$ cat src/rtl/assert_macros.svh
// ----------------------------------------------------------------------------
// assert_macros.svh
// Concurrent assertion macros used by the top level rtl file
// ----------------------------------------------------------------------------
`ifndef ASSERT_MACROS_SVH
`define ASSERT_MACROS_SVH

`ifndef ASSERT_OFF

`define ASSERT_CHK(lbl, clk, rst_n, prop) \
  lbl: assert property (@(posedge clk) disable iff (!rst_n) (prop)) \
    else $error("assertion failed");

`define ASSERT_IMPL(lbl, clk, rst_n, ante, cons) \
  lbl: assert property (@(posedge clk) disable iff (!rst_n) (ante) |-> (cons)) \
    else $error("implication failed");

`else

`define ASSERT_CHK(lbl, clk, rst_n, prop)

`define ASSERT_IMPL(lbl, clk, rst_n, ante, cons)

`endif

`endif

$ cat src/rtl/tdfa_pkg.sv
// ----------------------------------------------------------------------------
// tdfa_pkg
// Types and constants of the table driven dfa acceptor
// ----------------------------------------------------------------------------
package tdfa_pkg;

  localparam int TableEntries = 16;
  localparam int StateBits    = 6;
  localparam int SymbolBits   = 8;

  localparam int TabIdxBits = (TableEntries > 1) ? $clog2(TableEntries) : 1;

  localparam int ActionW  = 2;
  localparam int IndexW   = 4;
  localparam int StateW   = 6;
  localparam int SymW     = 8;
  localparam int OutcomeW = 2;
  localparam int MaskW    = 64;
  localparam int CountW   = 5;
  localparam int CfgIdxW  = 2;
  localparam int CfgDataW = 64;

  localparam int QueueDepth = 2;
  localparam int QPtrBits   = (QueueDepth > 1) ? $clog2(QueueDepth) : 1;

  typedef enum logic [ActionW-1:0] {
    ACT_LOAD   = 2'd0,
    ACT_SYMBOL = 2'd1,
    ACT_END    = 2'd2
  } action_e;

  typedef enum logic [1:0] {
    OP_LOAD,
    OP_SYMBOL,
    OP_END
  } op_e;

  typedef enum logic [OutcomeW-1:0] {
    OUT_ACCEPT    = 2'd0,
    OUT_NO_TRANS  = 2'd1,
    OUT_NOT_FINAL = 2'd2
  } outcome_e;

  typedef enum logic [CfgIdxW-1:0] {
    CFG_INITIAL     = 2'd0,
    CFG_FINAL_MASK  = 2'd1,
    CFG_ENTRY_COUNT = 2'd2
  } cfg_idx_e;

  typedef struct packed {
    op_e                   op;
    logic [IndexW-1:0]     idx;
    logic [StateBits-1:0]  from_state;
    logic [SymbolBits-1:0] sym;
    logic [StateBits-1:0]  dest;
  } qitem_t;

  typedef struct packed {
    logic full;
    logic empty;
  } q_stat_t;

  typedef struct packed {
    logic [StateW-1:0] initial_state;
    logic [MaskW-1:0]  final_mask;
    logic [CountW-1:0] entry_count;
  } cfg_t;

endpackage

$ cat src/rtl/tdfa_front.sv
// ----------------------------------------------------------------------------
// tdfa_front
// Accepts input requests, decodes the action and pushes work into the queue
// ----------------------------------------------------------------------------
module tdfa_front (
  input  logic                      in_valid_i,
  output logic                      in_stall_o,
  input  logic [1:0]                action_i,
  input  logic [3:0]                entry_index_i,
  input  logic [5:0]                entry_from_state_i,
  input  logic [7:0]                entry_symbol_type_i,
  input  logic [5:0]                entry_destination_i,
  input  logic [7:0]                symbol_type_i,
  input  tdfa_pkg::q_stat_t         q_stat_i,
  output logic                      push_o,
  output tdfa_pkg::qitem_t          push_item_o
);
  import tdfa_pkg::*;

  logic known;

  assign in_stall_o = q_stat_i.full;

  always_comb begin
    known                  = 1'b1;
    push_item_o.op         = OP_LOAD;
    push_item_o.idx        = entry_index_i;
    push_item_o.from_state = StateBits'(entry_from_state_i);
    push_item_o.sym        = SymbolBits'(entry_symbol_type_i);
    push_item_o.dest       = StateBits'(entry_destination_i);
    case (action_i)
      ACT_LOAD: begin
        push_item_o.op = OP_LOAD;
      end
      ACT_SYMBOL: begin
        push_item_o.op  = OP_SYMBOL;
        push_item_o.sym = SymbolBits'(symbol_type_i);
      end
      ACT_END: begin
        push_item_o.op = OP_END;
      end
      default: begin
        known = 1'b0;
      end
    endcase
  end

  // unknown actions are accepted and dropped
  assign push_o = in_valid_i && !q_stat_i.full && known;

endmodule

$ cat src/rtl/tdfa_queue.sv
// ----------------------------------------------------------------------------
// tdfa_queue
// Short fifo of decoded requests between front and back
// ----------------------------------------------------------------------------
module tdfa_queue (
  input  logic              clk_i,
  input  logic              rst_ni,
  input  logic              push_i,
  input  tdfa_pkg::qitem_t  push_item_i,
  input  logic              pop_i,
  output tdfa_pkg::qitem_t  pop_item_o,
  output tdfa_pkg::q_stat_t stat_o
);
  import tdfa_pkg::*;

  localparam int CntBits = $clog2(QueueDepth + 1);

  qitem_t                mem_q [QueueDepth];
  logic [QPtrBits-1:0]   wr_ptr_q, wr_ptr_d;
  logic [QPtrBits-1:0]   rd_ptr_q, rd_ptr_d;
  logic [CntBits-1:0]    cnt_q, cnt_d;

  function automatic logic [QPtrBits-1:0] ptr_inc(logic [QPtrBits-1:0] p);
    if (p == QPtrBits'(QueueDepth - 1)) begin
      return '0;
    end
    return p + QPtrBits'(1);
  endfunction

  always_comb begin
    wr_ptr_d = push_i ? ptr_inc(wr_ptr_q) : wr_ptr_q;
    rd_ptr_d = pop_i ? ptr_inc(rd_ptr_q) : rd_ptr_q;
    cnt_d    = cnt_q;
    if (push_i && !pop_i) begin
      cnt_d = cnt_q + CntBits'(1);
    end else if (pop_i && !push_i) begin
      cnt_d = cnt_q - CntBits'(1);
    end
  end

  always_ff @(posedge clk_i or negedge rst_ni) begin
    if (!rst_ni) begin
      wr_ptr_q <= '0;
      rd_ptr_q <= '0;
      cnt_q    <= '0;
    end else begin
      wr_ptr_q <= wr_ptr_d;
      rd_ptr_q <= rd_ptr_d;
      cnt_q    <= cnt_d;
    end
  end

  always_ff @(posedge clk_i) begin
    if (push_i) begin
      mem_q[wr_ptr_q] <= push_item_i;
    end
  end

  assign pop_item_o   = mem_q[rd_ptr_q];
  assign stat_o.full  = (cnt_q == CntBits'(QueueDepth));
  assign stat_o.empty = (cnt_q == '0);

endmodule

$ cat src/rtl/tdfa_back.sv
// ----------------------------------------------------------------------------
// tdfa_back
// Transition table, run state and result register
// ----------------------------------------------------------------------------
module tdfa_back (
  input  logic              clk_i,
  input  logic              rst_ni,
  input  tdfa_pkg::cfg_t    cfg_i,
  input  tdfa_pkg::q_stat_t q_stat_i,
  input  tdfa_pkg::qitem_t  item_i,
  output logic              pop_o,
  output logic              out_valid_o,
  input  logic              out_stall_i,
  output logic [1:0]        outcome_o,
  output logic [5:0]        last_state_o
);
  import tdfa_pkg::*;

  logic [StateBits-1:0]  tab_from_q [TableEntries];
  logic [SymbolBits-1:0] tab_sym_q  [TableEntries];
  logic [StateBits-1:0]  tab_dest_q [TableEntries];

  logic [StateBits-1:0]  state_q, state_d;
  logic                  active_q, active_d;
  logic                  failed_q, failed_d;
  logic                  out_valid_q, out_valid_d;
  outcome_e              outcome_q, outcome_d;
  logic [StateBits-1:0]  last_q, last_d;

  logic [StateBits-1:0]  eff_state;
  logic                  eff_failed;
  logic [TableEntries-1:0] hit;
  logic [StateBits-1:0]  next_state;
  logic                  out_free;
  logic                  is_final;
  logic [TabIdxBits-1:0] wr_idx;
  logic                  wr_en;

  assign eff_state  = active_q ? state_q : StateBits'(cfg_i.initial_state);
  assign eff_failed = active_q && failed_q;
  assign out_free   = !out_valid_q || !out_stall_i;
  assign pop_o      = !q_stat_i.empty && ((item_i.op != OP_END) || out_free);
  assign is_final   = cfg_i.final_mask[StateW'(eff_state)];

  always_comb begin
    for (int i = 0; i < TableEntries; i++) begin
      hit[i] = (int'(cfg_i.entry_count) > i) && (tab_from_q[i] == eff_state) &&
               (tab_sym_q[i] == item_i.sym);
    end
  end

  // lowest index wins
  always_comb begin
    next_state = eff_state;
    for (int i = TableEntries - 1; i >= 0; i--) begin
      if (hit[i]) begin
        next_state = tab_dest_q[i];
      end
    end
  end

  always_comb begin
    state_d     = state_q;
    active_d    = active_q;
    failed_d    = failed_q;
    out_valid_d = out_valid_q && out_stall_i;
    outcome_d   = outcome_q;
    last_d      = last_q;
    if (pop_o) begin
      unique case (item_i.op)
        OP_SYMBOL: begin
          active_d = 1'b1;
          if (eff_failed || (hit == '0)) begin
            state_d  = eff_state;
            failed_d = 1'b1;
          end else begin
            state_d  = next_state;
            failed_d = 1'b0;
          end
        end
        OP_END: begin
          out_valid_d = 1'b1;
          last_d      = eff_state;
          priority if (eff_failed) begin
            outcome_d = OUT_NO_TRANS;
          end else if (is_final) begin
            outcome_d = OUT_ACCEPT;
          end else begin
            outcome_d = OUT_NOT_FINAL;
          end
          active_d = 1'b0;
          failed_d = 1'b0;
          state_d  = StateBits'(cfg_i.initial_state);
        end
        OP_LOAD: begin
        end
        default: begin
        end
      endcase
    end
  end

  assign wr_en  = pop_o && (item_i.op == OP_LOAD) && (int'(item_i.idx) < TableEntries);
  assign wr_idx = TabIdxBits'(item_i.idx);

  always_ff @(posedge clk_i) begin
    if (wr_en) begin
      tab_from_q[wr_idx] <= item_i.from_state;
      tab_sym_q[wr_idx]  <= item_i.sym;
      tab_dest_q[wr_idx] <= item_i.dest;
    end
  end

  always_ff @(posedge clk_i or negedge rst_ni) begin
    if (!rst_ni) begin
      state_q     <= '0;
      active_q    <= 1'b0;
      failed_q    <= 1'b0;
      out_valid_q <= 1'b0;
    end else begin
      state_q     <= state_d;
      active_q    <= active_d;
      failed_q    <= failed_d;
      out_valid_q <= out_valid_d;
    end
  end

  always_ff @(posedge clk_i) begin
    outcome_q <= outcome_d;
    last_q    <= last_d;
  end

  assign out_valid_o  = out_valid_q;
  assign outcome_o    = outcome_q;
  assign last_state_o = StateW'(last_q);

endmodule

$ cat src/rtl/table_driven_dfa_acceptor_top.sv
// ----------------------------------------------------------------------------
// table_driven_dfa_acceptor_top
// Table driven dfa acceptor: decoding front, request queue, table back end
// ----------------------------------------------------------------------------
//  channel  | handshake                 | payload
//  in       | in_valid_i / in_stall_o   | action, entry fields, symbol_type
//  out      | out_valid_o / out_stall_i | outcome, last_state
//  cfg      | cfg_valid_i / cfg_ready_o | cfg_index_i, cfg_data_i
//
//  one request per cycle unless stalled; all table entries matched in parallel
//  end requests pass the queue, then set the back end result registers
//  the two entry queue absorbs output stalls; in_stall_o rises when it is full
//  reset clears run state, out_valid, cfg; table entries undefined until loaded
// ----------------------------------------------------------------------------
`include "assert_macros.svh"

module table_driven_dfa_acceptor_top (
  input  logic        clk_i,
  input  logic        rst_ni,
  input  logic        in_valid_i,
  output logic        in_stall_o,
  input  logic [1:0]  action_i,
  input  logic [3:0]  entry_index_i,
  input  logic [5:0]  entry_from_state_i,
  input  logic [7:0]  entry_symbol_type_i,
  input  logic [5:0]  entry_destination_i,
  input  logic [7:0]  symbol_type_i,
  output logic        out_valid_o,
  input  logic        out_stall_i,
  output logic [1:0]  outcome_o,
  output logic [5:0]  last_state_o,
  input  logic        cfg_valid_i,
  output logic        cfg_ready_o,
  input  logic [1:0]  cfg_index_i,
  input  logic [63:0] cfg_data_i
);
  import tdfa_pkg::*;

  cfg_t    cfg_q, cfg_d;
  q_stat_t q_stat;
  qitem_t  push_item;
  qitem_t  pop_item;
  logic    push;
  logic    pop;
  logic    end_pop;

  assign cfg_ready_o = 1'b1;

  always_comb begin
    cfg_d = cfg_q;
    if (cfg_valid_i) begin
      case (cfg_index_i)
        CFG_INITIAL:     cfg_d.initial_state = cfg_data_i[StateW-1:0];
        CFG_FINAL_MASK:  cfg_d.final_mask    = cfg_data_i[MaskW-1:0];
        CFG_ENTRY_COUNT: cfg_d.entry_count   = cfg_data_i[CountW-1:0];
        default: begin
        end
      endcase
    end
  end

  always_ff @(posedge clk_i or negedge rst_ni) begin
    if (!rst_ni) begin
      cfg_q <= '0;
    end else begin
      cfg_q <= cfg_d;
    end
  end

  tdfa_front u_front (
    .in_valid_i          (in_valid_i),
    .in_stall_o          (in_stall_o),
    .action_i            (action_i),
    .entry_index_i       (entry_index_i),
    .entry_from_state_i  (entry_from_state_i),
    .entry_symbol_type_i (entry_symbol_type_i),
    .entry_destination_i (entry_destination_i),
    .symbol_type_i       (symbol_type_i),
    .q_stat_i            (q_stat),
    .push_o              (push),
    .push_item_o         (push_item)
  );

  tdfa_queue u_queue (
    .clk_i       (clk_i),
    .rst_ni      (rst_ni),
    .push_i      (push),
    .push_item_i (push_item),
    .pop_i       (pop),
    .pop_item_o  (pop_item),
    .stat_o      (q_stat)
  );

  tdfa_back u_back (
    .clk_i        (clk_i),
    .rst_ni       (rst_ni),
    .cfg_i        (cfg_q),
    .q_stat_i     (q_stat),
    .item_i       (pop_item),
    .pop_o        (pop),
    .out_valid_o  (out_valid_o),
    .out_stall_i  (out_stall_i),
    .outcome_o    (outcome_o),
    .last_state_o (last_state_o)
  );

  assign end_pop = pop && (pop_item.op == OP_END);

  `ASSERT_CHK(a_queue_status, clk_i, rst_ni, !(q_stat.full && q_stat.empty))
  `ASSERT_IMPL(a_no_push_full, clk_i, rst_ni, push, !q_stat.full)
  `ASSERT_IMPL(a_no_pop_empty, clk_i, rst_ni, pop, !q_stat.empty)
  `ASSERT_IMPL(a_result_source, clk_i, rst_ni, $rose(out_valid_o), $past(end_pop))

endmodule

$ cat config.mk
export PLATFORM = sky130hd
export DESIGN_NAME = table_driven_dfa_acceptor_top
export DESIGN_NICKNAME = d
export VERILOG_FILES = /design/src/rtl/tdfa_pkg.sv /design/src/rtl/tdfa_front.sv /design/src/rtl/tdfa_queue.sv /design/src/rtl/tdfa_back.sv /design/src/rtl/table_driven_dfa_acceptor_top.sv
export VERILOG_INCLUDE_DIRS = /design/src /design/src/rtl
export SDC_FILE = /design/constraint.sdc
export NUM_CORES = 1
export LEC_CHECK = 0
export BUFFER_PORTS_ARGS = -buffer_cell sky130_fd_sc_hd__buf_2
export CORE_MARGIN = 2
export CORE_UTILIZATION = 63
export CTS_BUF_LIST = sky130_fd_sc_hd__clkbuf_8
export DETAILED_ROUTE_END_ITERATION = 8
export GPL_ROUTABILITY_DRIVEN = 1
export PLACE_DENSITY_LB_ADDON = 0.25
export SLEW_MARGIN = 20
export SYNTH_ARGS = -nofsm -noshare
export SYNTH_HDL_FRONTEND = slang
export SYNTH_SLANG_ARGS = --single-unit
$ cat constraint.sdc
create_clock -name clk_i -period 4.7 [get_ports clk_i]
set_clock_uncertainty 0.1 [all_clocks]
set_input_delay 0.705 -clock clk_i [delete_from_list [all_inputs] [get_ports clk_i]]
set_output_delay 0.705 -clock clk_i [all_outputs]
set_load 0.005 [all_outputs]
==> results_tabular.tex <==
\begin{tabular}{lr}
\hline
Metric & Value \\
\hline
\multicolumn{2}{l}{\textbf{Setup path}} \\
\quad Required time of the critical path & 5.06 ns \\
\quad Reg2reg end & u\_back.outcome\_o[1] \\
\quad FF-to-FF setup slack & 0.53 ns \\
\quad Arrival time at the worst endpoint & 4.53 ns \\
\quad Path depth of the worst reg2reg path & 12 \\
\quad CP Launch Type & register \\
\quad Worst reg2reg path startpoint & u\_back.active\_q \\
\quad Crit path capture type & register \\
\quad Crit path kind & reg -> reg \\
\quad Maximum fanout count along the critical path & 36 \\
\multicolumn{2}{l}{\textbf{STA}} \\
\quad Setup repair after global routing missed its margin & no \\
\quad Shortest period the worst path allows & 4.17 ns \\
\quad Period utilisation layout & 88.8\% \\
\quad Count of final hold-check violations & 0 \\
\quad Headroom to the max-slew limit & 35.2\% \\
\quad Fin Setup TNS & 0 ns \\
\quad Final setup fails & 0 \\
\quad Final count of pins violating max slew & 0 \\
\quad Transition time at the pin with the least slew margin & 0.966 ns \\
\quad Max frequency & 240 MHz \\
\multicolumn{2}{l}{\textbf{Logic synthesis}} \\
\quad Top\_reg\_cell synth & sky130\_fd\_sc\_hd\_\_edfxtp\_1 \\
\quad Top area cells in the synthesized netlist & sky130\_fd\_sc\_hd\_\_edfxtp\_1 (56\%), sky130\_fd\_sc\_hd\_\_dfrtp\_1 (11\%), sky130\_fd\_sc\_hd\_\_xnor2\_1 (9.1\%) \\
\quad Synth Instances & 1423 \\
\quad Sequential element share of the synthesized area & 66.8\% \\
\quad EDFF count, synth & 380 \\
\quad Register bit total from synthesis & 468 \\
\quad Total standard cell area after synthesis & 20400 µm² \\
\quad Syn nets & 1531 \\
\quad Synth area leader & sky130\_fd\_sc\_hd\_\_edfxtp\_1 \\
\quad Mean instance size in the synthesized netlist & 14.3 µm² \\
\quad Share of async-settable or async-resettable flops after synthesis & 18.8\% \\
\quad Proportion of netlist area held by the largest area contributor & 56.0\% \\
\quad Count of warnings emitted by yosys & 0 \\
\quad Number of unique standard cell types used by synthesis & 71 \\
\multicolumn{2}{l}{\textbf{GRT}} \\
\quad GRT Total Usage & 29.3\% \\
\quad Global route total overflow & 0 \\
\quad First-pass GRT wire length & 73.4 mm \\
\quad Initial antenna violation count & 0 \\
\quad Maximum number of pins on one net before global-route repair & 65 \\
\quad Via count of the first global-routing pass & 12700 \\
\multicolumn{2}{l}{\textbf{Finish}} \\
\quad Top library cells by usage in the layout, fill and taps aside & sky130\_fd\_sc\_hd\_\_edfxtp\_1 (380), sky130\_fd\_sc\_hd\_\_xnor2\_1 (212), sky130\_fd\_sc\_hd\_\_buf\_2 (113) \\
\quad Number of inserted filler cells in the final layout & 2051 \\
\quad Final layout net count & 1717 \\
\quad Number of antenna cells inserted & 0 \\
\quad Leading cell type in the layout, fill and taps excluded & sky130\_fd\_sc\_hd\_\_edfxtp\_1 \\
\quad Non-filler instance count after layout & 2074 \\
\quad Share of final-layout standard cells stronger than drive strength 1 & 24.5\% \\
\quad Area growth from synthesis to layout & 13.5\% \\
\quad Finished layout cell area & 23100 µm² \\
\multicolumn{2}{l}{\textbf{Clock network}} \\
\quad Post-cts resize count & 0 \\
\quad Number of buffers between clock root and the deepest sink & 3 \\
\quad H-tree depth & 3 \\
\quad Clock net sink count & 468 \\
\quad Post-CTS clock slew at the launch and capture registers of the worst setup and hold paths & 0.06 ns \\
\quad Number of buffers inserted for hold repair after clock tree synthesis & 0 \\
\quad TritonCTS buffer count & 75 \\
\quad Root buf cell & sky130\_fd\_sc\_hd\_\_clkbuf\_8 \\
\quad Post-CTS Repair Setup Buffers & 0 \\
\quad TritonCTS clock tree & yes \\
\quad Clock latency on the worst-skew pair & 0.62 ns \\
\multicolumn{2}{l}{\textbf{Floorplanning}} \\
\quad Die Ht & 184 µm \\
\quad Width of the chip & 184 µm \\
\quad Cell Rows & 65 \\
\quad Core Region & 31700 µm² \\
\quad Initial Utilization & 64.3\% \\
\quad Number of I/O pins & 116 \\
\quad DIE AREA & 33800 µm² \\
\multicolumn{2}{l}{\textbf{Place}} \\
\quad Gp weighted congestion & 0.908 \\
\quad Placement Cell Area & 21700 µm² \\
\quad Number of cells after detailed placement & 1934 \\
\quad Half-perimeter wire length after placement & 32.0 mm \\
\quad Count of buffers inserted at the top-level ports & 114 \\
\multicolumn{2}{l}{\textbf{Routing}} \\
\quad Number of remaining DRC errors & 0 \\
\quad Via density & 5.99 \\
\quad Detailed router's first-iteration violation count & 1337 \\
\quad Iteration count of the initial detailed-routing pass & 5 \\
\quad Number of vias in the routed layout & 12400 \\
\quad Average routed wire per standard cell & 23.2 µm \\
\quad Routed wire length & 48.1 mm \\
\quad Final antenna-violating net count & 0 \\
\multicolumn{2}{l}{\textbf{Job}} \\
\quad Count of maximum capacitance violations & 0 \\
\multicolumn{2}{l}{\textbf{Power and ir drop}} \\
\quad Power Dens Cells & 568 nW/µm² \\
\quad Worst vdd ir & 0.393 mV \\
\quad Leakage power of the design & 8.43 nW \\
\multicolumn{2}{l}{\textbf{Min path}} \\
\quad Worst min-delay path class & in -> async \\
\multicolumn{2}{l}{\textbf{Outcome}} \\
\quad Result of the run & completed \\
\hline
\end{tabular}
==> routing by layer <==
layer  track usage (%)  part of all wire (%)
met1              38.2                    39
met2              48.9                    48
met3              6.74                   9.4
met4              10.3                   2.9
met5                 0                     0
==> cell usage after synthesis (10+ instances only) <==
| cell | n |
|---|---|
| sky130_fd_sc_hd__a21oi_1 | 34 |
| sky130_fd_sc_hd__a311oi_1 | 10 |
| sky130_fd_sc_hd__a31oi_1 | 15 |
| sky130_fd_sc_hd__buf_4 | 15 |
| sky130_fd_sc_hd__clkbuf_1 | 29 |
| sky130_fd_sc_hd__dfrtp_1 | 88 |
| sky130_fd_sc_hd__edfxtp_1 | 380 |
| sky130_fd_sc_hd__inv_1 | 52 |
| sky130_fd_sc_hd__mux2_2 | 94 |
| sky130_fd_sc_hd__mux2i_1 | 13 |
| sky130_fd_sc_hd__nand2_1 | 102 |
| sky130_fd_sc_hd__nand3_1 | 24 |
| sky130_fd_sc_hd__nand4_1 | 18 |
| sky130_fd_sc_hd__nor2_1 | 70 |
| sky130_fd_sc_hd__nor3_1 | 20 |
| sky130_fd_sc_hd__nor4_1 | 41 |
| sky130_fd_sc_hd__o21ai_0 | 31 |
| sky130_fd_sc_hd__xnor2_1 | 212 |
| sky130_fd_sc_hd__xor2_1 | 17 |
==> final cells by class <==
cell class | instances | area (µm²) | share of cell area, %
multi-input cells | 840 | 6310 | 27.3
well taps | 402 | 503 | 2.17
clock inverters | 56 | 318 | 1.37
flip-flops and latches | 468 | 13600 | 58.9
repair buffers | 171 | 1030 | 4.47
clock buffers | 84 | 1160 | 5.00
inverters | 53 | 199 | 0.860
==> metrics by stage <==
step / power (mW) / util [%] / setup slack [ns] / hold slack [ns]
final: 13.1 / 72.9 / 0.527 / 0.0914
after global routing: 13.7 / 72.9 / 0.160 / 0.139
after CTS: 13.2 / 72.9 / 0.615 / 0.0956
after detailed placement: 9.77 / 68.3 / 0.643 / 0.389
after global placement: 9.68 / 68.2 / 0.634 / 0.385
after floorplan: 8.38 / - / 1.08 / 0.309
==> cell families (layout without fill, tap and decap cells) <==
| group | Yosys count | after routing | synth area share [%] |
|---|---|---|---|
| AO/OA/AOI/OAI | 156 | 156 | 5.24 |
| XOR/XNOR | 229 | 229 | 9.84 |
| adder cells (fa/ha/maj) | 3 | 3 | 0.184 |
| buffers and inverters | 115 | 364 | 2.67 |
| flip-flops | 468 | 468 | 66.8 |
| multiplexers | 119 | 119 | 7.07 |
| other | 1 | 1 | 0.0184 |
| AND/OR/NAND/NOR | 332 | 332 | 8.21 |
==> worst max path at each step <==
stage / start / to / slack [ns] / cells past startpoint
floorplan: u_queue.rd_ptr_q / u_back.tab_dest_q[12][0] / 1.08 / 10
global placement: u_back.active_q / u_back.outcome_o[1] / 0.63 / 11
detailed placement: u_back.active_q / u_back.state_q[4] / 0.64 / 11
CTS: u_back.active_q / u_back.state_q[4] / 0.62 / 11
global route: u_back.active_q / u_back.outcome_o[1] / 0.16 / 12
finish: u_back.active_q / u_back.outcome_o[1] / 0.53 / 12
==> flip-flops by register name, summed over array words and instances (netlist names) <==
| signal | flops |
|---|---|
| u_back.last_state_o | 6 |
| u_queue.rd_ptr_q | 1 |
| u_back.tab_dest_q | 96 |
| u_back.tab_from_q | 96 |
| u_back.outcome_o | 2 |
| u_back.failed_q | 1 |
| u_back.active_q | 1 |
| u_queue.mem_q | 52 |
| cfg_q | 75 |
| u_back.out_valid_o | 1 |
| u_queue.cnt_q | 2 |
| u_queue.wr_ptr_q | 1 |
| u_back.state_q | 6 |
| u_back.tab_sym_q | 128 |
==> where the power goes <==
group | internal [mW] | leakage, nW | switching [mW]
sequential | 5.29 | 4.48 | 0.278
clock | 1.81 | 0.868 | 1.58
combinational | 1.57 | 3.08 | 2.63
total | 8.67 | 8.43 | 4.48
==> critical path, stage by stage (launching register included) <==
cell	delay, ns
sky130_fd_sc_hd__dfrtp_1	0.56
sky130_fd_sc_hd__mux2i_4	0.33
sky130_fd_sc_hd__buf_4	0.35
sky130_fd_sc_hd__buf_4	0.48
sky130_fd_sc_hd__clkinv_1	0.90
sky130_fd_sc_hd__nand2_1	0.27
sky130_fd_sc_hd__and3_1	0.18
sky130_fd_sc_hd__a311oi_1	0.05
sky130_fd_sc_hd__a31oi_1	0.25
sky130_fd_sc_hd__a21oi_1	0.11
sky130_fd_sc_hd__a211oi_1	0.25
sky130_fd_sc_hd__a21oi_1	0.06
sky130_fd_sc_hd__nor2_1	0.10
(Power assumes the default switching activity.)
